File: src/hw/rtl/qlss_pkg.sv
// Shared types, constants and coefficient tables of the quadratic least-squares smoother.
`timescale 1ns / 1ps

package qlss_pkg;

    localparam int HALF_W = 4;
    localparam int BASE_W = 9;
    localparam int COEF_W = 12;
    localparam int NORM_W = 13;

    typedef enum logic [2:0] {
        ST_IDLE,
        ST_PASS,
        ST_MAC_RUN,
        ST_MAC_WAIT,
        ST_DIV_WAIT,
        ST_SM_OUT,
        ST_FL_RD,
        ST_FL_OUT
    } state_t;

    typedef struct packed {
        logic                     vld;
        logic                     first;
        logic                     last;
        logic signed [COEF_W-1:0] coef;
    } mac_ctl_t;

    // Centre coefficient 3m^2 + 3m - 1 for each half span.
    function automatic logic [BASE_W-1:0] sg_base(input logic [HALF_W-1:0] m);
        logic [BASE_W-1:0] b;
        unique case (m)
            4'd3:    b = 9'd35;
            4'd4:    b = 9'd59;
            4'd5:    b = 9'd89;
            4'd6:    b = 9'd125;
            4'd7:    b = 9'd167;
            4'd8:    b = 9'd215;
            4'd9:    b = 9'd269;
            4'd10:   b = 9'd329;
            4'd11:   b = 9'd395;
            4'd12:   b = 9'd467;
            default: b = 9'd17;
        endcase
        return b;
    endfunction

    // Normaliser (2m+3)(2m+1)(2m-1)/3 for each half span.
    function automatic logic [NORM_W-1:0] sg_norm(input logic [HALF_W-1:0] m);
        logic [NORM_W-1:0] n;
        unique case (m)
            4'd3:    n = 13'd105;
            4'd4:    n = 13'd231;
            4'd5:    n = 13'd429;
            4'd6:    n = 13'd715;
            4'd7:    n = 13'd1105;
            4'd8:    n = 13'd1615;
            4'd9:    n = 13'd2261;
            4'd10:   n = 13'd3059;
            4'd11:   n = 13'd4025;
            4'd12:   n = 13'd5175;
            default: n = 13'd35;
        endcase
        return n;
    endfunction

    // Coefficient at distance d from the centre: base - 5 d^2.
    function automatic logic signed [COEF_W-1:0] sg_coef(input logic [HALF_W-1:0] m,
                                                         input logic [HALF_W-1:0] d);
        logic [10:0] sq;
        logic [10:0] s5;
        sq = {7'd0, d} * {7'd0, d};
        s5 = (sq << 2) + sq;
        return $signed({3'b000, sg_base(m)}) - $signed({1'b0, s5});
    endfunction

endpackage

File: src/hw/rtl/qlss_ram.sv
// Generic simple dual-port RAM with one write port and a registered read port.
`timescale 1ns / 1ps

module qlss_ram #(
    parameter int WIDTH = 16,
    parameter int DEPTH = 32
) (
    input  logic                     aclk,
    input  logic                     we,
    input  logic [$clog2(DEPTH)-1:0] waddr,
    input  logic [WIDTH-1:0]         wdata,
    input  logic                     re,
    input  logic [$clog2(DEPTH)-1:0] raddr,
    output logic [WIDTH-1:0]         rdata
);

    logic [WIDTH-1:0] mem_reg [DEPTH];
    logic [WIDTH-1:0] rdata_reg;

    always_ff @(posedge aclk) begin
        if (we) begin
            mem_reg[waddr] <= wdata;
        end
        if (re) begin
            rdata_reg <= mem_reg[raddr];
        end
    end

    assign rdata = rdata_reg;

endmodule

File: src/hw/rtl/qlss_mac.sv
// Multiply-accumulate pipeline that sums coefficient times sample over the window.
`timescale 1ns / 1ps

module qlss_mac import qlss_pkg::*; #(
    parameter int SAMPLE_BITS = 16,
    parameter int ACC_W       = 30
) (
    input  logic                          aclk,
    input  logic                          aresetn,
    input  mac_ctl_t                      ctl,
    input  logic signed [SAMPLE_BITS-1:0] rd_data,
    output logic signed [ACC_W-1:0]       acc,
    output logic                          done
);

    localparam int PROD_W = SAMPLE_BITS + COEF_W;

    logic                     vld_a_reg, first_a_reg, last_a_reg;
    logic signed [COEF_W-1:0] coef_a_reg;
    logic                     vld_b_reg, first_b_reg, last_b_reg;
    logic signed [PROD_W-1:0] prod_reg, prod_next;
    logic signed [ACC_W-1:0]  acc_reg, acc_next;
    logic                     done_reg;

    always_comb begin
        prod_next = coef_a_reg * rd_data;
        acc_next  = first_b_reg ? ACC_W'(prod_reg) : acc_reg + ACC_W'(prod_reg);
    end

    always_ff @(posedge aclk) begin
        if (!aresetn) begin
            vld_a_reg   <= 1'b0;
            first_a_reg <= 1'b0;
            last_a_reg  <= 1'b0;
            vld_b_reg   <= 1'b0;
            first_b_reg <= 1'b0;
            last_b_reg  <= 1'b0;
            done_reg    <= 1'b0;
        end else begin
            vld_a_reg   <= ctl.vld;
            first_a_reg <= ctl.first;
            last_a_reg  <= ctl.last;
            vld_b_reg   <= vld_a_reg;
            first_b_reg <= first_a_reg;
            last_b_reg  <= last_a_reg;
            done_reg    <= vld_b_reg && last_b_reg;
        end
    end

    always_ff @(posedge aclk) begin
        coef_a_reg <= ctl.coef;
        if (vld_a_reg) begin
            prod_reg <= prod_next;
        end
        if (vld_b_reg) begin
            acc_reg <= acc_next;
        end
    end

    assign acc  = acc_reg;
    assign done = done_reg;

endmodule

File: src/hw/rtl/qlss_div.sv
// Signed divider by the normaliser, two quotient bits per cycle, with saturation.
`timescale 1ns / 1ps

module qlss_div import qlss_pkg::*; #(
    parameter int SAMPLE_BITS = 16,
    parameter int ACC_W       = 30
) (
    input  logic                          aclk,
    input  logic                          aresetn,
    input  logic                          start,
    input  logic signed [ACC_W-1:0]       acc,
    input  logic [NORM_W-1:0]             norm,
    output logic signed [SAMPLE_BITS-1:0] quot,
    output logic                          done
);

    localparam int DIV_W = ACC_W + ACC_W % 2;
    localparam int STEPS = DIV_W / 2;
    localparam int CNT_W = $clog2(STEPS + 1);

    logic                   busy_reg;
    logic [CNT_W-1:0]       cnt_reg;
    logic                   done_reg;
    logic                   neg_reg;
    logic [NORM_W-1:0]      rem_reg, rem_next;
    logic [DIV_W-1:0]       dq_reg, dq_next;
    logic [SAMPLE_BITS-1:0] q_reg, q_next;

    logic [ACC_W-1:0]       mag;
    logic [NORM_W:0]        r1, r2;
    logic                   ge1, ge2;
    logic [NORM_W-1:0]      rem1;
    logic [DIV_W-1:0]       dq1;
    logic [SAMPLE_BITS-1:0] qs;
    logic                   ovf;

    always_comb begin
        mag  = acc[ACC_W-1] ? ACC_W'(-acc) : ACC_W'(acc);

        r1   = {rem_reg, dq_reg[DIV_W-1]};
        ge1  = r1 >= {1'b0, norm};
        rem1 = ge1 ? NORM_W'(r1 - {1'b0, norm}) : r1[NORM_W-1:0];
        dq1  = {dq_reg[DIV_W-2:0], ge1};

        r2       = {rem1, dq1[DIV_W-1]};
        ge2      = r2 >= {1'b0, norm};
        rem_next = ge2 ? NORM_W'(r2 - {1'b0, norm}) : r2[NORM_W-1:0];
        dq_next  = {dq1[DIV_W-2:0], ge2};

        qs  = dq_next[SAMPLE_BITS-1:0];
        ovf = dq_next[DIV_W-1:SAMPLE_BITS-1] != '0;
        if (neg_reg) begin
            q_next = ovf ? {1'b1, {(SAMPLE_BITS-1){1'b0}}} : (~qs) + 1'b1;
        end else begin
            q_next = ovf ? {1'b0, {(SAMPLE_BITS-1){1'b1}}} : qs;
        end
    end

    always_ff @(posedge aclk) begin
        if (!aresetn) begin
            busy_reg <= 1'b0;
            cnt_reg  <= '0;
            done_reg <= 1'b0;
        end else begin
            done_reg <= 1'b0;
            if (start && !busy_reg) begin
                busy_reg <= 1'b1;
                cnt_reg  <= CNT_W'(STEPS);
            end else if (busy_reg) begin
                cnt_reg <= cnt_reg - 1'b1;
                if (cnt_reg == CNT_W'(1)) begin
                    busy_reg <= 1'b0;
                    done_reg <= 1'b1;
                end
            end
        end
    end

    always_ff @(posedge aclk) begin
        if (start && !busy_reg) begin
            neg_reg <= acc[ACC_W-1];
            rem_reg <= '0;
            dq_reg  <= DIV_W'(mag);
        end else if (busy_reg) begin
            rem_reg <= rem_next;
            dq_reg  <= dq_next;
            if (cnt_reg == CNT_W'(1)) begin
                q_reg <= q_next;
            end
        end
    end

    assign quot = q_reg;
    assign done = done_reg;

endmodule

File: src/hw/rtl/quadratic_least_squares_smoother.sv
// Top level of the streaming quadratic least-squares smoother with window store and sequencer.
//
//  Channel | Ports                                       | Direction | Handshake
//  --------+---------------------------------------------+-----------+-----------------
//  Input   | s_sample, s_end_of_block                    | in        | s_valid/s_ready
//  Result  | m_value, m_was_smoothed, m_last_out         | out       | m_valid/m_ready
//  Config  | cfg_wr_data (half span)                     | in        | cfg_wr_en
//
// A pass-through sample goes through the PASS state to the result register, and a sample that
// yields no result keeps the sequencer in IDLE. For a smoothed sample, the window
// store gives one tap per cycle to the multiply-accumulate unit, and the divider delivers two
// quotient bits per cycle. Each flushed tail sample is read from the store before it is output.
// Reset is synchronous; the window store needs no clearing pass since only samples of the
// current block are ever read. A stalled result holds the sequencer until the register frees.
`timescale 1ns / 1ps

module quadratic_least_squares_smoother import qlss_pkg::*; #(
    parameter int MAX_HALF    = 12,
    parameter int SAMPLE_BITS = 16
) (
    input  logic                          aclk,
    input  logic                          aresetn,
    input  logic                          cfg_wr_en,
    input  logic [HALF_W-1:0]             cfg_wr_data,
    input  logic                          s_valid,
    output logic                          s_ready,
    input  logic signed [SAMPLE_BITS-1:0] s_sample,
    input  logic                          s_end_of_block,
    output logic                          m_valid,
    input  logic                          m_ready,
    output logic signed [SAMPLE_BITS-1:0] m_value,
    output logic                          m_was_smoothed,
    output logic                          m_last_out
);

    localparam int DEPTH     = 2 * MAX_HALF + 1;
    localparam int AW        = $clog2(DEPTH);
    localparam int RAM_DEPTH = 1 << AW;
    localparam int CNT_W     = $clog2(DEPTH + 1);
    localparam int ACC_W     = SAMPLE_BITS + 14;
    localparam int CW0       = (CNT_W > AW) ? CNT_W : AW;
    localparam int CW        = (CW0 > HALF_W + 1) ? CW0 : HALF_W + 1;

    state_t                  state_reg, state_next;
    logic [HALF_W-1:0]       half_span_reg, half_span_next;
    logic [AW-1:0]           wp_reg, wp_next;
    logic [CNT_W-1:0]        seen_reg, seen_next;
    logic [AW-1:0]           idx_reg, idx_next;
    logic [HALF_W-1:0]       m_reg, m_next;
    logic                    end_reg, end_next;
    logic [SAMPLE_BITS-1:0]  samp_reg, samp_next;
    logic                    m_valid_reg, m_valid_next;
    logic [SAMPLE_BITS-1:0]  value_reg;
    logic                    smoothed_reg, last_reg;

    logic                    accept, slot_free;
    logic [HALF_W-1:0]       eff_m;
    logic [CW-1:0]           n_w, m_w, mr_w, idx_w;
    logic                    is_pass, is_smooth, mac_last;
    logic [CW-1:0]           dist_w;
    logic                    out_load;
    logic [SAMPLE_BITS-1:0]  out_value;
    logic                    out_smoothed, out_last;

    logic                    ram_we, ram_re;
    logic [AW-1:0]           ram_waddr, ram_raddr;
    logic [SAMPLE_BITS-1:0]  ram_rdata;
    mac_ctl_t                mac_ctl;
    logic signed [ACC_W-1:0] mac_acc;
    logic                    mac_done;
    logic                    div_start, div_done;
    logic signed [SAMPLE_BITS-1:0] div_q;

    assign s_ready   = (state_reg == ST_IDLE);
    assign accept    = s_valid && s_ready;
    assign slot_free = !m_valid_reg || m_ready;

    always_comb begin
        if (half_span_reg < HALF_W'(2)) begin
            eff_m = HALF_W'(2);
        end else if (half_span_reg > HALF_W'(MAX_HALF)) begin
            eff_m = HALF_W'(MAX_HALF);
        end else begin
            eff_m = half_span_reg;
        end
        n_w       = CW'(seen_reg);
        m_w       = CW'(eff_m);
        mr_w      = CW'(m_reg);
        idx_w     = CW'(idx_reg);
        is_pass   = n_w < m_w;
        is_smooth = n_w >= CW'({eff_m, 1'b0});
        mac_last  = idx_w == CW'({m_reg, 1'b0});
        dist_w    = (idx_w >= mr_w) ? idx_w - mr_w : mr_w - idx_w;
    end

    always_comb begin
        state_next = state_reg;
        unique case (state_reg)
            ST_IDLE: begin
                if (accept) begin
                    priority if (is_pass) begin
                        state_next = ST_PASS;
                    end else if (is_smooth) begin
                        state_next = ST_MAC_RUN;
                    end else if (s_end_of_block) begin
                        state_next = ST_FL_RD;
                    end else begin
                        state_next = ST_IDLE;
                    end
                end
            end
            ST_PASS: begin
                if (slot_free) begin
                    state_next = ST_IDLE;
                end
            end
            ST_MAC_RUN: begin
                if (mac_last) begin
                    state_next = ST_MAC_WAIT;
                end
            end
            ST_MAC_WAIT: begin
                if (mac_done) begin
                    state_next = ST_DIV_WAIT;
                end
            end
            ST_DIV_WAIT: begin
                if (div_done) begin
                    state_next = ST_SM_OUT;
                end
            end
            ST_SM_OUT: begin
                if (slot_free) begin
                    state_next = end_reg ? ST_FL_RD : ST_IDLE;
                end
            end
            ST_FL_RD: begin
                state_next = ST_FL_OUT;
            end
            ST_FL_OUT: begin
                if (slot_free) begin
                    state_next = (idx_reg == '0) ? ST_IDLE : ST_FL_RD;
                end
            end
            default: begin
                state_next = ST_IDLE;
            end
        endcase
    end

    always_comb begin
        half_span_next = cfg_wr_en ? cfg_wr_data : half_span_reg;
        wp_next        = wp_reg;
        seen_next      = seen_reg;
        idx_next       = idx_reg;
        m_next         = m_reg;
        end_next       = end_reg;
        samp_next      = samp_reg;
        ram_we         = 1'b0;
        ram_re         = 1'b0;
        out_load       = 1'b0;
        out_value      = ram_rdata;
        out_smoothed   = 1'b0;
        out_last       = 1'b0;
        div_start      = 1'b0;
        mac_ctl.vld    = 1'b0;
        mac_ctl.first  = idx_reg == '0;
        mac_ctl.last   = mac_last;
        mac_ctl.coef   = sg_coef(m_reg, dist_w[HALF_W-1:0]);

        unique case (state_reg)
            ST_IDLE: begin
                if (accept) begin
                    wp_next   = wp_reg + 1'b1;
                    ram_we    = 1'b1;
                    samp_next = s_sample;
                    end_next  = s_end_of_block;
                    m_next    = eff_m;
                    idx_next  = is_smooth ? '0 : AW'(n_w - m_w);
                    if (s_end_of_block) begin
                        seen_next = '0;
                    end else if (seen_reg < CNT_W'(DEPTH)) begin
                        seen_next = seen_reg + 1'b1;
                    end
                end
            end
            ST_PASS: begin
                out_load  = slot_free;
                out_value = samp_reg;
                out_last  = end_reg;
            end
            ST_MAC_RUN: begin
                ram_re      = 1'b1;
                mac_ctl.vld = 1'b1;
                idx_next    = idx_reg + 1'b1;
            end
            ST_MAC_WAIT: begin
                div_start = mac_done;
            end
            ST_DIV_WAIT: begin
            end
            ST_SM_OUT: begin
                out_load     = slot_free;
                out_value    = div_q;
                out_smoothed = 1'b1;
                if (slot_free) begin
                    idx_next = AW'(mr_w - 1'b1);
                end
            end
            ST_FL_RD: begin
                ram_re = 1'b1;
            end
            ST_FL_OUT: begin
                out_load = slot_free;
                out_last = idx_reg == '0;
                if (slot_free) begin
                    idx_next = idx_reg - 1'b1;
                end
            end
            default: begin
            end
        endcase

        m_valid_next = out_load || (m_valid_reg && !m_ready);
    end

    assign ram_waddr = wp_reg + 1'b1;
    assign ram_raddr = wp_reg - idx_reg;

    always_ff @(posedge aclk) begin
        if (!aresetn) begin
            state_reg     <= ST_IDLE;
            half_span_reg <= HALF_W'(2);
            wp_reg        <= '0;
            seen_reg      <= '0;
            m_valid_reg   <= 1'b0;
        end else begin
            state_reg     <= state_next;
            half_span_reg <= half_span_next;
            wp_reg        <= wp_next;
            seen_reg      <= seen_next;
            m_valid_reg   <= m_valid_next;
        end
    end

    always_ff @(posedge aclk) begin
        idx_reg  <= idx_next;
        m_reg    <= m_next;
        end_reg  <= end_next;
        samp_reg <= samp_next;
        if (out_load) begin
            value_reg    <= out_value;
            smoothed_reg <= out_smoothed;
            last_reg     <= out_last;
        end
    end

    qlss_ram #(
        .WIDTH (SAMPLE_BITS),
        .DEPTH (RAM_DEPTH)
    ) u_window (
        .aclk  (aclk),
        .we    (ram_we),
        .waddr (ram_waddr),
        .wdata (s_sample),
        .re    (ram_re),
        .raddr (ram_raddr),
        .rdata (ram_rdata)
    );

    qlss_mac #(
        .SAMPLE_BITS (SAMPLE_BITS),
        .ACC_W       (ACC_W)
    ) u_mac (
        .aclk    (aclk),
        .aresetn (aresetn),
        .ctl     (mac_ctl),
        .rd_data ($signed(ram_rdata)),
        .acc     (mac_acc),
        .done    (mac_done)
    );

    qlss_div #(
        .SAMPLE_BITS (SAMPLE_BITS),
        .ACC_W       (ACC_W)
    ) u_div (
        .aclk    (aclk),
        .aresetn (aresetn),
        .start   (div_start),
        .acc     (mac_acc),
        .norm    (sg_norm(m_reg)),
        .quot    (div_q),
        .done    (div_done)
    );

    assign m_valid        = m_valid_reg;
    assign m_value        = value_reg;
    assign m_was_smoothed = smoothed_reg;
    assign m_last_out     = last_reg;

    a_mac_done_in_wait: assert property (@(posedge aclk) disable iff (!aresetn)
        mac_done |-> state_reg == ST_MAC_WAIT)
        else $error("Accumulation finished outside its wait state.");

    a_div_done_in_wait: assert property (@(posedge aclk) disable iff (!aresetn)
        div_done |-> state_reg == ST_DIV_WAIT)
        else $error("Division finished outside its wait state.");

    a_no_overwrite: assert property (@(posedge aclk) disable iff (!aresetn)
        (m_valid && !m_ready) |=> m_valid && $stable(m_value) && $stable(m_last_out))
        else $error("A pending result was overwritten.");

    a_smoothed_not_last: assert property (@(posedge aclk) disable iff (!aresetn)
        m_valid |-> !(m_was_smoothed && m_last_out))
        else $error("A smoothed result carries the end marker.");

    a_block_restart: assert property (@(posedge aclk) disable iff (!aresetn)
        (accept && s_end_of_block) |=> seen_reg == '0)
        else $error("Sample count not cleared at the end of a block.");

endmodule

File: config.mk
export PLATFORM = sky130hd
export DESIGN_NAME = quadratic_least_squares_smoother
export DESIGN_NICKNAME = d
export VERILOG_FILES = /design/src/hw/rtl/qlss_pkg.sv /design/src/hw/rtl/qlss_ram.sv /design/src/hw/rtl/qlss_mac.sv /design/src/hw/rtl/qlss_div.sv /design/src/hw/rtl/quadratic_least_squares_smoother.sv
export SDC_FILE = /design/constraint.sdc
export NUM_CORES = 1
export LEC_CHECK = 0
export BUFFER_PORTS_ARGS = -buffer_cell sky130_fd_sc_hd__buf_2
export CAP_MARGIN = 20
export CELL_PAD_IN_SITES_DETAIL_PLACEMENT = 0
export CELL_PAD_IN_SITES_GLOBAL_PLACEMENT = 2
export CORE_ASPECT_RATIO = 1.25
export CORE_MARGIN = 4
export CORE_UTILIZATION = 42
export CTS_CLUSTER_SIZE = 25
export DETAILED_ROUTE_END_ITERATION = 10
export PLACE_DENSITY_LB_ADDON = 0.3
export SLEW_MARGIN = 20
export SYNTH_ARGS = -nofsm -noshare
export SYNTH_HDL_FRONTEND = slang
export SYNTH_SLANG_ARGS = --single-unit
File: constraint.sdc
create_clock -name aclk -period 5.8 [get_ports aclk]
set_input_delay 0.58 -clock aclk [delete_from_list [all_inputs] [get_ports aclk]]
set_output_delay 0.58 -clock aclk [all_outputs]
set_load 0.05 [all_outputs]
# Yosys cells after proc, flatten, opt, wreduce, memory -nomap -nowiden
# Memories as Yosys holds them, arrays and structs flattened. A register that Yosys moved wholly into a read port is not among the register bits.
# Cells that the tools add are included.
# word_totals
input_bits,26
romBits,320
output_inout_bits,20
mem_count,3
ram_bits,512
regBits,205
# memory_table
name,depth,width,read_ports,rd_clocked_by_memory_dff,wr,line,rtl
u_window.mem_reg,32,16,1,1,1,qlss_ram.sv:17,logic [WIDTH-1:0] mem_reg [DEPTH];
(name not given),16,12,1,1,0,qlss_pkg.sv:51,unique case (m)
(name not given),16,8,1,1,0,qlss_pkg.sv:32,unique case (m)
# op_classes
mul,2
eq_ne,16
bitwise_logic,4
reduce_logical,23
n_addsub,17
order_cmp,8
mux,51
# op_table
operator,count
30-bit two-way mux,4
16-bit two-way mux,3
3-bit two-way mux,12
16-bit case mux with 2 select lines,1
30-bit by 28-bit adder with 30-bit output,1
5-bit two-way mux,6
30-bit negator,1
14-bit by 13-bit greater-or-equal comparator with 1-bit output,2
12-bit by 16-bit multiplier with 28-bit output,1
4-bit two-way mux,7
13-bit two-way mux,2
13-bit subtractor,2
3-bit case mux with 8 select lines,1
5-bit case mux with 4 select lines,1
16-bit by 1-bit adder with 16-bit output (second input constant),1
16-bit NOT,1
5-bit by 1-bit adder with 5-bit output (second input constant),3
15-bit nonzero test,1
1-bit two-way mux,13
3-bit == test (second input constant),4
9-bit by 11-bit subtractor with 12-bit output,1
10-bit by 8-bit adder with 11-bit output,1
4-bit by 4-bit multiplier with 8-bit output,1
2-bit != test (second input constant),4
32 further kinds,47

# Depth between registers and ports, before layout
# Gate-level depths: netlist of run 1.
# depth
ltp_word,8
depth_mapped,25
depth_no_buf,25

# Hierarchy
# A second synthesis of run 1 with hierarchy kept.
# hier_totals
cells_unflattened,3378
area_unflattened_um2,41493.5
# modules_own_cells
module,n_inst,area_per_inst_um2,cells_each,seq_area_each_um2
qlss_ram,1,20694.8,1143,15855.2
qlss_mac,1,10881.7,1161,2122.0
quadratic_least_squares_smoother,1,5073.6,516,2042.0
qlss_div,1,4843.4,558,1791.7

# Least setup slack after synthesis of run 1
# OpenSTA, ideal clock, no wires.
# synth_path
path_kind,register -> register
start,reg u_mac.coef_a_reg[5]
end,"reg u_mac.prod_reg[27], data pin"
required_ns,5.541
period_less_slack_ns,5.963
path_slack_ns,-0.163
t_arrival_ns,5.704
path_stages_with_launch,21
setup_time_ns,0.259
path_cell_list,dfxtp_1 clkbuf_1 nand2_1 fa_1 inv_1 fa_1 inv_1 fa_1 fa_1 inv_1 fa_1 ha_1 a2111oi_0 inv_1 o2111ai_1 a21oi_1 a311o_1 a31oi_1 o21ai_0 a21oi_1 xnor2_1
# synth_via
elab_chain_len,1
# synth_lines
item,line,rtl
"start, declared",qlss_mac.sv:19,logic signed [COEF_W-1:0] coef_a_reg;
"start signal, assigned",qlss_mac.sv:51,coef_a_reg <= ctl.coef;
12-bit by 16-bit multiplier with 28-bit output,qlss_mac.sv:26,prod_next = coef_a_reg * rd_data;
named net u_mac.prod_next[27],qlss_mac.sv:21,"logic signed [PROD_W-1:0] prod_reg, prod_next;"
"end signal, assigned",qlss_mac.sv:53,prod_reg <= prod_next;
"end, declared",qlss_mac.sv:21,
# The timed path passes the listed nets, and every way through them passes these cells.
# A chain may end at the register's enable or synchronous reset.

# Worst setup path in the final report of run 1
# layout_path
start,reg u_window.rdata_reg[2] (netlist: u_window.rdata[2]) (read register of u_window.mem_reg)
end,"reg u_mac.prod_reg[24], data pin"
# layout_via
elab_chain_len,1
# layout_lines
item,line,rtl
"start, declared",qlss_ram.sv:18,logic [WIDTH-1:0] rdata_reg;
12-bit by 16-bit multiplier with 28-bit output,qlss_mac.sv:26,
named net u_mac.prod_next[24],qlss_mac.sv:21,
# The timed path passes the listed nets, and every way through them passes these cells.

==> results of run 1 <==
[metal layers]
layer / vias to the layer above / routed length, µm
met1: 12264 / 40200
met2: 461 / 52300
li1: 11074 / -
met4: 0 / 2930
met5: - / 0
met3: 140 / 3790
[Yosys cell counts (all sizes together) (71+ instances only)]
cell | count | area share [%]
a21oi | 89 | 1.1
and2 | 83 | 1.3
clkbuf | 96 | 0.89
dfxtp | 74 | 3.7
edfxtp | 677 | 50
fa | 189 | 9.3
ha | 172 | 5.3
inv | 290 | 2.7
mux4 | 160 | 8.9
nand2 | 272 | 2.5
nor2 | 142 | 1.3
o21ai | 135 | 1.7
xnor2 | 71 | 1.5
xor2 | 71 | 1.5
[what timing repair did]
item	in CTS	in global routing
setup endpoints to repair	5	12
pin swaps	2	13
resized for setup	7	34
setup buffers	0	7
[layout by cell type (no fill, tap or decap), types with 17 or more instances in the layout]
cell type and instances:
edfxtp_1 677, inv_1 289, nand2_1 271, fa_1 188
ha_1 165, mux4_2 160, nor2_1 141, buf_4 140
o21ai_0 123, a21oi_1 83, and2_1 82, clkbuf_16 77
dfxtp_1 71, xor2_1 70, xnor2_1 68, a21o_1 46
buf_2 45, nor3_1 34, mux2i_1 33, nand3_1 24
nor2b_1 23, nand2b_1 21, mux2_2 21, o21a_1 18
clkbuf_1 18, clkinv_1 17
[worst register-to-register path: stages, from the launching register on]
cell,delay (ns)
edfxtp_1,0.48
and2_1,0.20
fa_1,0.43
fa_1,0.56
inv_1,0.05
fa_1,0.47
fa_1,0.54
inv_1,0.05
fa_1,0.48
ha_4,0.28
a2111oi_4,0.32
buf_4,0.16
nand2_1,0.05
a21oi_2,0.20
o41ai_4,0.12
a41o_1,0.27
o31a_1,0.25
o21a_1,0.17
nor2_1,0.11
xnor2_1,0.09
[per-stage QoR]
stage	hold slack, ns	setup TNS, ns	setup WS, ns	utilization, %	area, µm²
after global placement	0.425	-0.206	-0.148	45.0	43100
after detailed placement	0.422	-0.240	-0.154	45.0	43100
after CTS	0.130	0	0.0135	47.6	45600
after global routing	0.141	-0.0195	-0.0195	47.8	45800
final	0.177	0	0.257	47.8	45800
after floorplan	0.412	0	0.0547	-	40500
[cell type report]
cell class                      count  area share, %
Timing Repair Buffer              193           3.06
Sequential cell                   751           47.6
Tap cell                         1290           3.53
Multi-Input combinational cell   1812           38.0
Inverter                          294           2.41
Clock buffer                       95           4.36
Clock inverter                     44          0.981
[kinds of logic after synthesis]
logic type | share of synthesized area [%]
compound gates | 6.63
xor+xnor | 3.07
fa+ha+maj | 14.6
buf+inv | 3.75
flops | 53.8
mux | 10.3
simple gates | 7.74
[how the worst max path moves through the flow]
stage,cells past startpoint,from,to
2_1_floorplan,20,u_mac.coef_a_reg[5],u_mac.prod_reg[27]
3_3_place_gp,18,u_mac.coef_a_reg[8],u_mac.prod_reg[27]
3_5_place_dp,18,u_window.rdata[2],u_mac.prod_reg[27]
4_1_cts,18,u_window.rdata[8],u_mac.prod_reg[26]
5_1_grt,23,m_reg[1],u_mac.coef_a_reg[10]
6_report,19,u_window.rdata[2],u_mac.prod_reg[24]
==> flow_summary_export.csv, run 1 <==
group,metric,value,unit
setup_path,crit_fanout,5,
detailed_routing,drt_wl_total,99.2,mm
timing,finalClockSkew,0.0391,ns
global_route,met2_usage,35.5,%
status,status,"completed",
detailed_routing,drc,0,
flow_run,maxCapViolCount,0,
cells_and_area,multi_input_area,17400,µm²
cells_and_area,syn_to_final_growth,13.0,%
timing,hold_violations,0,
cts,clockBufferDepth,3,
setup_path,crit_family,"adder cells",
cells_and_area,fillCellCount,8358,
cts,numCtsBuffers,77,
setup_path,cpMostUsedCell,"fa_1",
die,core-area,95800,µm²
die,die_x,286,µm
cts,clkLatencyLatePin,0.65,ns
synthesis,syn_inst,2967,
die,die_h,355,µm
cts,clkSinkCount,751,
cts,h-tree-depth,3,
synthesis,syn_nets,3354,
detailed_routing,wl_per_cell,22.2,µm
synthesis,synth-async-reset-ratio,0,%
detailed_routing,firstDrtPassIters,6,
cells_and_area,fin_nets,3516,
synthesis,yosysUniqueCellTypes,69,
setup_path,critPathMaxStageDelay,0.56,ns
setup_path,rr_worst_depth,19,
global_route,met3_usage,2.63,%
cells_and_area,final_layout_size_suffix_gt1_share,16.8,%
detailed_routing,final_antenna_net_count,0,
cells_and_area,antenna_cells,0,
global_route,grt_use_met1,24.4,%
die,rows,127,
placement,port_buffers,45,
setup_path,critical_path_required,6.18,ns
cells_and_area,largest_register_ffs,512,
min_path,hold_end,"half_span_reg[1]",
detailed_routing,via_per_inst,5.34,
min_path,hp-start,"cfg_wr_data[1]",
global_route,gr-total-overflow,0,
placement,place_congestion,0.847,
die,io_pins,46,
synthesis,ys_seq_area_share,53.8,%
cts,cts_root_buffer,"clkbuf_16",
detailed_routing,via_count,23939,
setup_path,worstSetupStartpointType,"flip-flop",
synthesis,synth-edff-count,677,
timing,relSlewSlack,28.7,%
synthesis,synth_warnings,0,
setup_path,path_cells,"and2_1, fa_1, fa_1, inv_1, fa_1, fa_1, inv_1, fa_1, ha_4, a2111oi_4, buf_4, nand2_1, a21oi_2, o41ai_4, a41o_1, o31a_1, o21a_1, nor2_1, xnor2_1",
setup_path,crit_slowest_cell,"fa_1",
detailed_routing,drtIter0Drc,1688,
setup_path,rr_endpoint,"u_mac.prod_reg[24]",
die,initial_core_util,42.3,%
global_route,grt_pass1_wl,152,mm
timing,tightest_slew,1.06,ns
placement,dpl.hpwl,71.3,mm
timing,finalSetupViolCount,0,
cts,clkTransAtPathRegs,0.06,ns
timing,max_freq,0.180,GHz
setup_path,critPathKind,"flip-flop to flip-flop",
timing,final_max_slew_viol_count,0,
global_route,grt_usage,19.6,%
global_route,grt_pass1_vias,25129,
placement,dp.cells,4332,
synthesis,synth_flop_cell,"edfxtp_1",
min_path,min_path_cells,3,
min_path,min_path_type,"primary input to flip-flop",
synthesis,ys_ff_latch,751,
die,die-area,102000,µm²
setup_path,arrival,5.93,ns
synthesis,netlist_area,40500,µm²
global_route,antenna_found_initial,1,
timing,min_period,5.54,ns
timing,rsz0062_at_grt,"true",
setup_path,end_kind,"flip-flop",
setup_path,r2r_slack,0.26,ns
cells_and_area,fin_cells,4479,
cells_and_area,regArea,21800,µm²
global_route,grt_start_max_net_pins,78,
cts,cts_tree,"done",
synthesis,avgSynthCellArea,13.7,µm²
timing,fin_crit_sh,95.6,%
setup_path,crit_buf_inv,3,
cts,cts_hold_buf,0,
setup_path,timing.rr.start,"u_window.rdata[2]",
global_route,busiest_layer,"met2",
Power of run 1 is left out: the tool's default activity adds up to more than one toggle a clock period on the data nets, which glitch-free logic cannot reach.
==> run 2: changes to the inputs <==
--- a/config.mk
+++ b/config.mk
@@ -5,13 +5,15 @@
 export SDC_FILE = /design/constraint.sdc
 export NUM_CORES = 1
 export LEC_CHECK = 0
+export ABC_AREA = 1
 export BUFFER_PORTS_ARGS = -buffer_cell sky130_fd_sc_hd__buf_2
 export CAP_MARGIN = 20
 export CELL_PAD_IN_SITES_DETAIL_PLACEMENT = 0
 export CELL_PAD_IN_SITES_GLOBAL_PLACEMENT = 2
 export CORE_ASPECT_RATIO = 1.25
 export CORE_MARGIN = 4
-export CORE_UTILIZATION = 42
+export CORE_UTILIZATION = 39
+export CTS_BUF_LIST = sky130_fd_sc_hd__clkbuf_16
 export CTS_CLUSTER_SIZE = 25
 export DETAILED_ROUTE_END_ITERATION = 10
 export PLACE_DENSITY_LB_ADDON = 0.3
==> flow_summary_export.csv, run 2 <==
group,metric,value,unit
min_path,min_path_type,"primary input to flip-flop",
cells_and_area,layout_common_cells,"nand2_1 (719), edfxtp_1 (677), inv_1 (532)",
synthesis,syn_nets,4498,
die,die_x,302,µm
setup_path,cpMostUsedCell,"fa_1",
global_route,grt_pass1_vias,29584,
setup_path,timing.rr.start,"u_window.rdata[5]",
cts,clkLatencyLatePin,0.66,ns
cts,h-tree-depth,3,
cells_and_area,multi_input_area,17700,µm²
timing,tightest_slew,1.05,ns
detailed_routing,via_per_inst,5.13,
placement,dpl.hpwl,81.6,mm
global_route,antenna_found_initial,6,
global_route,grt_start_max_net_pins,160,
min_path,min_path_cells,3,
min_path,hp-start,"cfg_wr_data[1]",
synthesis,synth_top_area_share,48.2,%
detailed_routing,wl_per_cell,20.8,µm
setup_path,worstSetupStartpointType,"flip-flop",
setup_path,critPathMaxStageDelay,0.69,ns
synthesis,synth_flop_cell,"edfxtp_1",
flow_run,maxCapViolCount,0,
setup_path,end_kind,"flip-flop",
timing,max_freq,0.184,GHz
cells_and_area,syn_to_final_growth,11.3,%
synthesis,ys_ff_latch,751,
detailed_routing,drt_wl_total,118,mm
cells_and_area,fillCellCount,10280,
synthesis,yosysMostFrequentCell,"nand2_1",
synthesis,syn_inst,4111,
cells_and_area,final_layout_size_suffix_gt1_share,7.99,%
cts,cts_hold_buf,0,
cts,numCtsBuffers,82,
cts,cts_resized,0,
cts,cts_setup_buffers,0,
setup_path,arrival,5.83,ns
synthesis,ys_seq_area_share,51.7,%
cells_and_area,regArea,21800,µm²
setup_path,path_cells,"nand2_1, fa_1, inv_1, fa_1, inv_1, fa_1, fa_1, inv_1, fa_1, ha_1, a21oi_1, o21ai_0, nor2_1, o21ai_0, a21oi_1, o21ai_0, xor2_1",
die,io_pins,46,
global_route,grt_pass1_wl,181,mm
detailed_routing,firstDrtPassIters,5,
timing,rsz0062_at_grt,"false",
setup_path,rr_endpoint,"u_mac.prod_reg[17]",
synthesis,synth-edff-count,677,
setup_path,r2r_slack,0.37,ns
cts,clkSinkCount,751,
setup_path,critical_path_required,6.20,ns
timing,fin_crit_sh,93.6,%
cts,clkTransAtPathRegs,0.06,ns
placement,port_buffers,45,
die,die-area,113000,µm²
synthesis,netlist_area,42200,µm²
detailed_routing,drc,0,
timing,fin_setup_tns,0,ns
timing,relSlewSlack,30.1,%
setup_path,crit_slowest_cell,"edfxtp_1",
min_path,hold_end,"half_span_reg[1]",
synthesis,yosys-top-cells-area,"edfxtp_1 (48%), fa_1 (9.0%), nand2_1 (6.4%)",
timing,finalClockSkew,0.0230,ns
global_route,grt_usage,20.9,%
synthesis,synth-async-reset-ratio,0,%
detailed_routing,drtIter0Drc,1949,
timing,finalSetupViolCount,0,
synthesis,synth_warnings,0,
setup_path,critPathKind,"flip-flop to flip-flop",
cts,clockBufferDepth,3,
setup_path,crit_fanout,13,
cells_and_area,fin_nets,4536,
detailed_routing,final_antenna_net_count,0,
die,die_h,376,µm
timing,final_max_slew_viol_count,0,
placement,place_congestion,0.837,
cts,cts_root_buffer,"clkbuf_16",
timing,min_period,5.43,ns
cts,cts_tree,"done",
global_route,gr-total-overflow,0,
die,rows,134,
synthesis,synth_common_cells,"nand2_1 (720), edfxtp_1 (677), inv_1 (517)",
setup_path,rr_worst_depth,17,
synthesis,synth_area_leader_cell,"edfxtp_1",
timing,hold_violations,0,
cells_and_area,largest_register_ffs,512,
die,initial_core_util,39.4,%
die,core-area,107000,µm²
status,status,"completed",
synthesis,yosysUniqueCellTypes,61,
cells_and_area,final_common_cell,"nand2_1",
synthesis,avgSynthCellArea,10.3,µm²
detailed_routing,via_count,28996,
==> run 2: cell types whose count changed in the layout (fill, tap and decap cells not counted), moves of 25 or more <==
cell / change
nor2_1: +331
a21oi_1: +35
o221ai_1: +66
o21ai_0: +137
nand4_1: +25
nand3_1: +125
o32ai_1: +65
mux4_2: -160
buf_4: -58
a21o_1: -40
nand2_1: +448
inv_1: +243
mux2i_1: +32
and2_1: -79
==> run 2: per-stage QoR <==
step	cell area, µm²	setup slack [ns]	std cells	util, %	hold WS, ns
floorplan	42200	0.589	4111	-	0.390
global placement	44200	0.293	5493	41.3	0.396
detailed placement	44200	0.283	5493	41.3	0.399
CTS	46900	0.267	5645	43.8	0.124
global route	46900	0.00515	5645	43.8	0.150
finish	46900	0.372	5647	43.8	0.155
==> run 2: cell type report <==
cell class,count,area share (%)
multi-input combinational,2648,37.7
timing repair buffer,130,1.92
sequential,751,46.5
clock inverter,67,1.30
antenna,2,0.0107
clock buffer,85,4.53
tap,1428,3.81
inverter,536,4.31
==> run 2: worst max path at each step <==
stage / startpoint / to / slack (ns)
floorplan: u_mac.coef_a_reg[9] / u_mac.prod_reg[24] / 0.59
global placement: u_window.rdata[7] / u_mac.prod_reg[25] / 0.29
detailed placement: u_window.rdata[7] / u_mac.prod_reg[25] / 0.28
CTS: u_window.rdata[7] / u_mac.prod_reg[25] / 0.27
global route: u_window.rdata[5] / u_mac.prod_reg[17] / 0.005
finish: u_window.rdata[5] / u_mac.prod_reg[17] / 0.37
==> run 2: cells by family (layout without fill, tap and decap cells) <==
group	after synthesis	after routing	synth area share, %
multiplexers	65	65	1.54
flip-flops	751	751	51.7
AND/OR/NAND/NOR	1472	1472	14.4
adder cells (fa/ha/maj)	361	361	14.1
other	0	2	0
XOR/XNOR	110	110	2.28
AO/OA/AOI/OAI	640	640	9.45
buffers and inverters	712	818	6.53
==> run 2: critical path: cells and delay by family, from the launching register on <==
family,cells,cell delay (ns)
AOI/OAI and AO/OA,5,0.82
adders and majority gates,6,2.93
buffers and inverters,3,0.15
xor gates and xnor gates,1,0.15
and+or+nand+nor,2,0.44
DFF,1,0.69
==> run 2: routing by layer <==
metal	routed length [µm]	global-route usage [%]
met4	2500	5.26
met1	49000	26.3
met2	61300	38.1
met5	34	0
met3	4810	2.37
Power of run 2 is left out for the same reason.
==> run 3: changes to the inputs <==
--- a/config.mk
+++ b/config.mk
@@ -5,14 +5,14 @@
 export SDC_FILE = /design/constraint.sdc
 export NUM_CORES = 1
 export LEC_CHECK = 0
-export ABC_AREA = 1
+export ABC_CLOCK_PERIOD_IN_PS = 5800
 export BUFFER_PORTS_ARGS = -buffer_cell sky130_fd_sc_hd__buf_2
 export CAP_MARGIN = 20
 export CELL_PAD_IN_SITES_DETAIL_PLACEMENT = 0
 export CELL_PAD_IN_SITES_GLOBAL_PLACEMENT = 2
 export CORE_ASPECT_RATIO = 1.25
 export CORE_MARGIN = 4
-export CORE_UTILIZATION = 39
+export CORE_UTILIZATION = 42
 export CTS_BUF_LIST = sky130_fd_sc_hd__clkbuf_16
 export CTS_CLUSTER_SIZE = 25
 export DETAILED_ROUTE_END_ITERATION = 10
==> flow_summary_export.csv, run 3 (same netlist as run 1, synthesis figures left out) <==
group,metric,value,unit
global_route,gr-total-overflow,0,
detailed_routing,drtIter0Drc,1673,
setup_path,crit_buf_inv,3,
timing,min_period,5.54,ns
timing,rsz0062_at_grt,"true",
global_route,antenna_found_initial,1,
die,die_h,355,µm
timing,hold_violations,0,
timing,finalSetupViolCount,0,
global_route,grt_start_max_net_pins,78,
setup_path,cpMostUsedCell,"fa_1",
setup_path,crit_fanout,5,
setup_path,critPathKind,"flip-flop to flip-flop",
timing,max_freq,0.180,GHz
setup_path,timing.rr.start,"u_window.rdata[2]",
cts,cts_hold_buf,0,
status,status,"completed",
placement,dpl.hpwl,71.3,mm
cts,clkTransAtPathRegs,0.06,ns
cts,cts_tree,"done",
die,core-area,95800,µm²
die,die-area,102000,µm²
detailed_routing,firstDrtPassIters,5,
cells_and_area,fillCellCount,8358,
setup_path,crit_family,"adder cells",
cts,clkLatencyLatePin,0.65,ns
placement,port_buffers,45,
setup_path,path_cells,"and2_1, fa_1, fa_1, inv_1, fa_1, fa_1, inv_1, fa_1, ha_4, a2111oi_4, buf_4, nand2_1, a21oi_2, o41ai_4, a41o_1, o31a_1, o21a_1, nor2_1, xnor2_1",
cells_and_area,antenna_cells,0,
detailed_routing,drc,0,
placement,place_congestion,0.847,
min_path,min_path_cells,3,
cells_and_area,utilization,47.8,%
setup_path,crit_slowest_cell,"fa_1",
min_path,hold_end,"half_span_reg[1]",
detailed_routing,via_count,23928,
cells_and_area,final_layout_size_suffix_gt1_share,16.8,%
die,initial_core_util,42.3,%
cts,numCtsBuffers,77,
timing,final_max_slew_viol_count,0,
timing,fin_crit_sh,95.6,%
cells_and_area,layout_common_cells,"edfxtp_1 (677), inv_1 (307), nand2_1 (271)",
min_path,hp-start,"cfg_wr_data[1]",
detailed_routing,wl_per_cell,22.2,µm
timing,tightest_slew,1.06,ns
setup_path,end_kind,"flip-flop",
die,io_pins,46,
detailed_routing,drt_wl_total,99.2,mm
cells_and_area,syn_to_final_growth,13.0,%
cells_and_area,final_common_cell,"edfxtp_1",
timing,finalClockSkew,0.0391,ns
cells_and_area,largest_register_ffs,512,
die,rows,127,
cts,clockBufferDepth,3,
cells_and_area,fin_nets,3516,
cts,h-tree-depth,3,
setup_path,critPathMaxStageDelay,0.56,ns
detailed_routing,final_antenna_net_count,0,
global_route,grt_pass1_wl,152,mm
setup_path,critical_path_required,6.18,ns
setup_path,arrival,5.93,ns
global_route,grt_usage,19.6,%
global_route,grt_pass1_vias,25129,
cts,cts_root_buffer,"clkbuf_16",
setup_path,rr_endpoint,"u_mac.prod_reg[24]",
setup_path,worstSetupStartpointType,"flip-flop",
timing,relSlewSlack,28.6,%
setup_path,r2r_slack,0.26,ns
setup_path,rr_worst_depth,19,
die,die_x,286,µm
flow_run,maxCapViolCount,0,
min_path,min_path_type,"primary input to flip-flop",
setup_path,crit_start,"u_window.rdata[2]",
cts,clkSinkCount,751,
detailed_routing,via_per_inst,5.34,
## run 3: cell count changes in the layout (fill, tap and decap cells not counted), moves of 125 or more
cell	delta
nand2_1	-448
o21ai_0	-137
inv_1	-225
nor2_1	-331
mux4_2	+160
nand3_1	-125
## run 3: area by class of cell
class	instances	area, µm²	area share [%]
Multi-Input combinational cell	1812	17400	38.0
Inverter	294	1100	2.41
Clock buffer	77	1930	4.21
Tap cell	1290	1610	3.53
Timing Repair Buffer	193	1400	3.06
Sequential cell	751	21800	47.6
Clock inverter	62	517	1.13
## run 3: metrics by stage
| step | setup WS [ns] | hold slack (ns) | area (µm²) | cells | setup TNS [ns] |
|---|---|---|---|---|---|
| 2_1_floorplan | 0.0547 | 0.412 | 40500 | 2967 | 0 |
| 3_3_place_gp | -0.148 | 0.425 | 43100 | 4332 | -0.206 |
| 3_5_place_dp | -0.154 | 0.422 | 43100 | 4332 | -0.240 |
| 4_1_cts | 0.0133 | 0.130 | 45600 | 4471 | 0 |
| 5_1_grt | -0.0195 | 0.141 | 45800 | 4479 | -0.0195 |
| 6_report | 0.257 | 0.171 | 45800 | 4479 | 0 |
## run 3: routing by layer
metal	GRT usage, %	wire length, µm	up-vias	part of all wire (%)
met5	0	0	-	0
met4	6.01	2940	0	3.0
met3	2.63	3720	140	3.7
met2	35.5	52200	466	53
li1	-	-	11076	-
met1	24.4	40400	12246	41
## run 3: tightest hold or removal path, delay by kind of cell
family	cells	cell delay [ns]
and+or+nand+nor	1	0.04
buffers and inverters	1	0.08
AOI/OAI and AO/OA	1	0.07
## run 3: worst max-delay path by stage
| stage | endpoint | slack, ns | depth (start not counted) |
|---|---|---|---|
| final | u_mac.prod_reg[24] | 0.26 | 19 |
| after global routing | u_mac.coef_a_reg[10] | -0.02 | 23 |
| after CTS | u_mac.prod_reg[26] | 0.01 | 18 |
| after detailed placement | u_mac.prod_reg[27] | -0.15 | 18 |
| after global placement | u_mac.prod_reg[27] | -0.15 | 18 |
| after floorplan | u_mac.prod_reg[27] | 0.05 | 20 |
## run 3: timing repair
action,in CTS,in global routing
pin swaps,2,13
gates resized for setup,7,34
setup buffers,0,7
endpoints found under the setup margin,5,12
Power of run 3 is left out for the same reason.
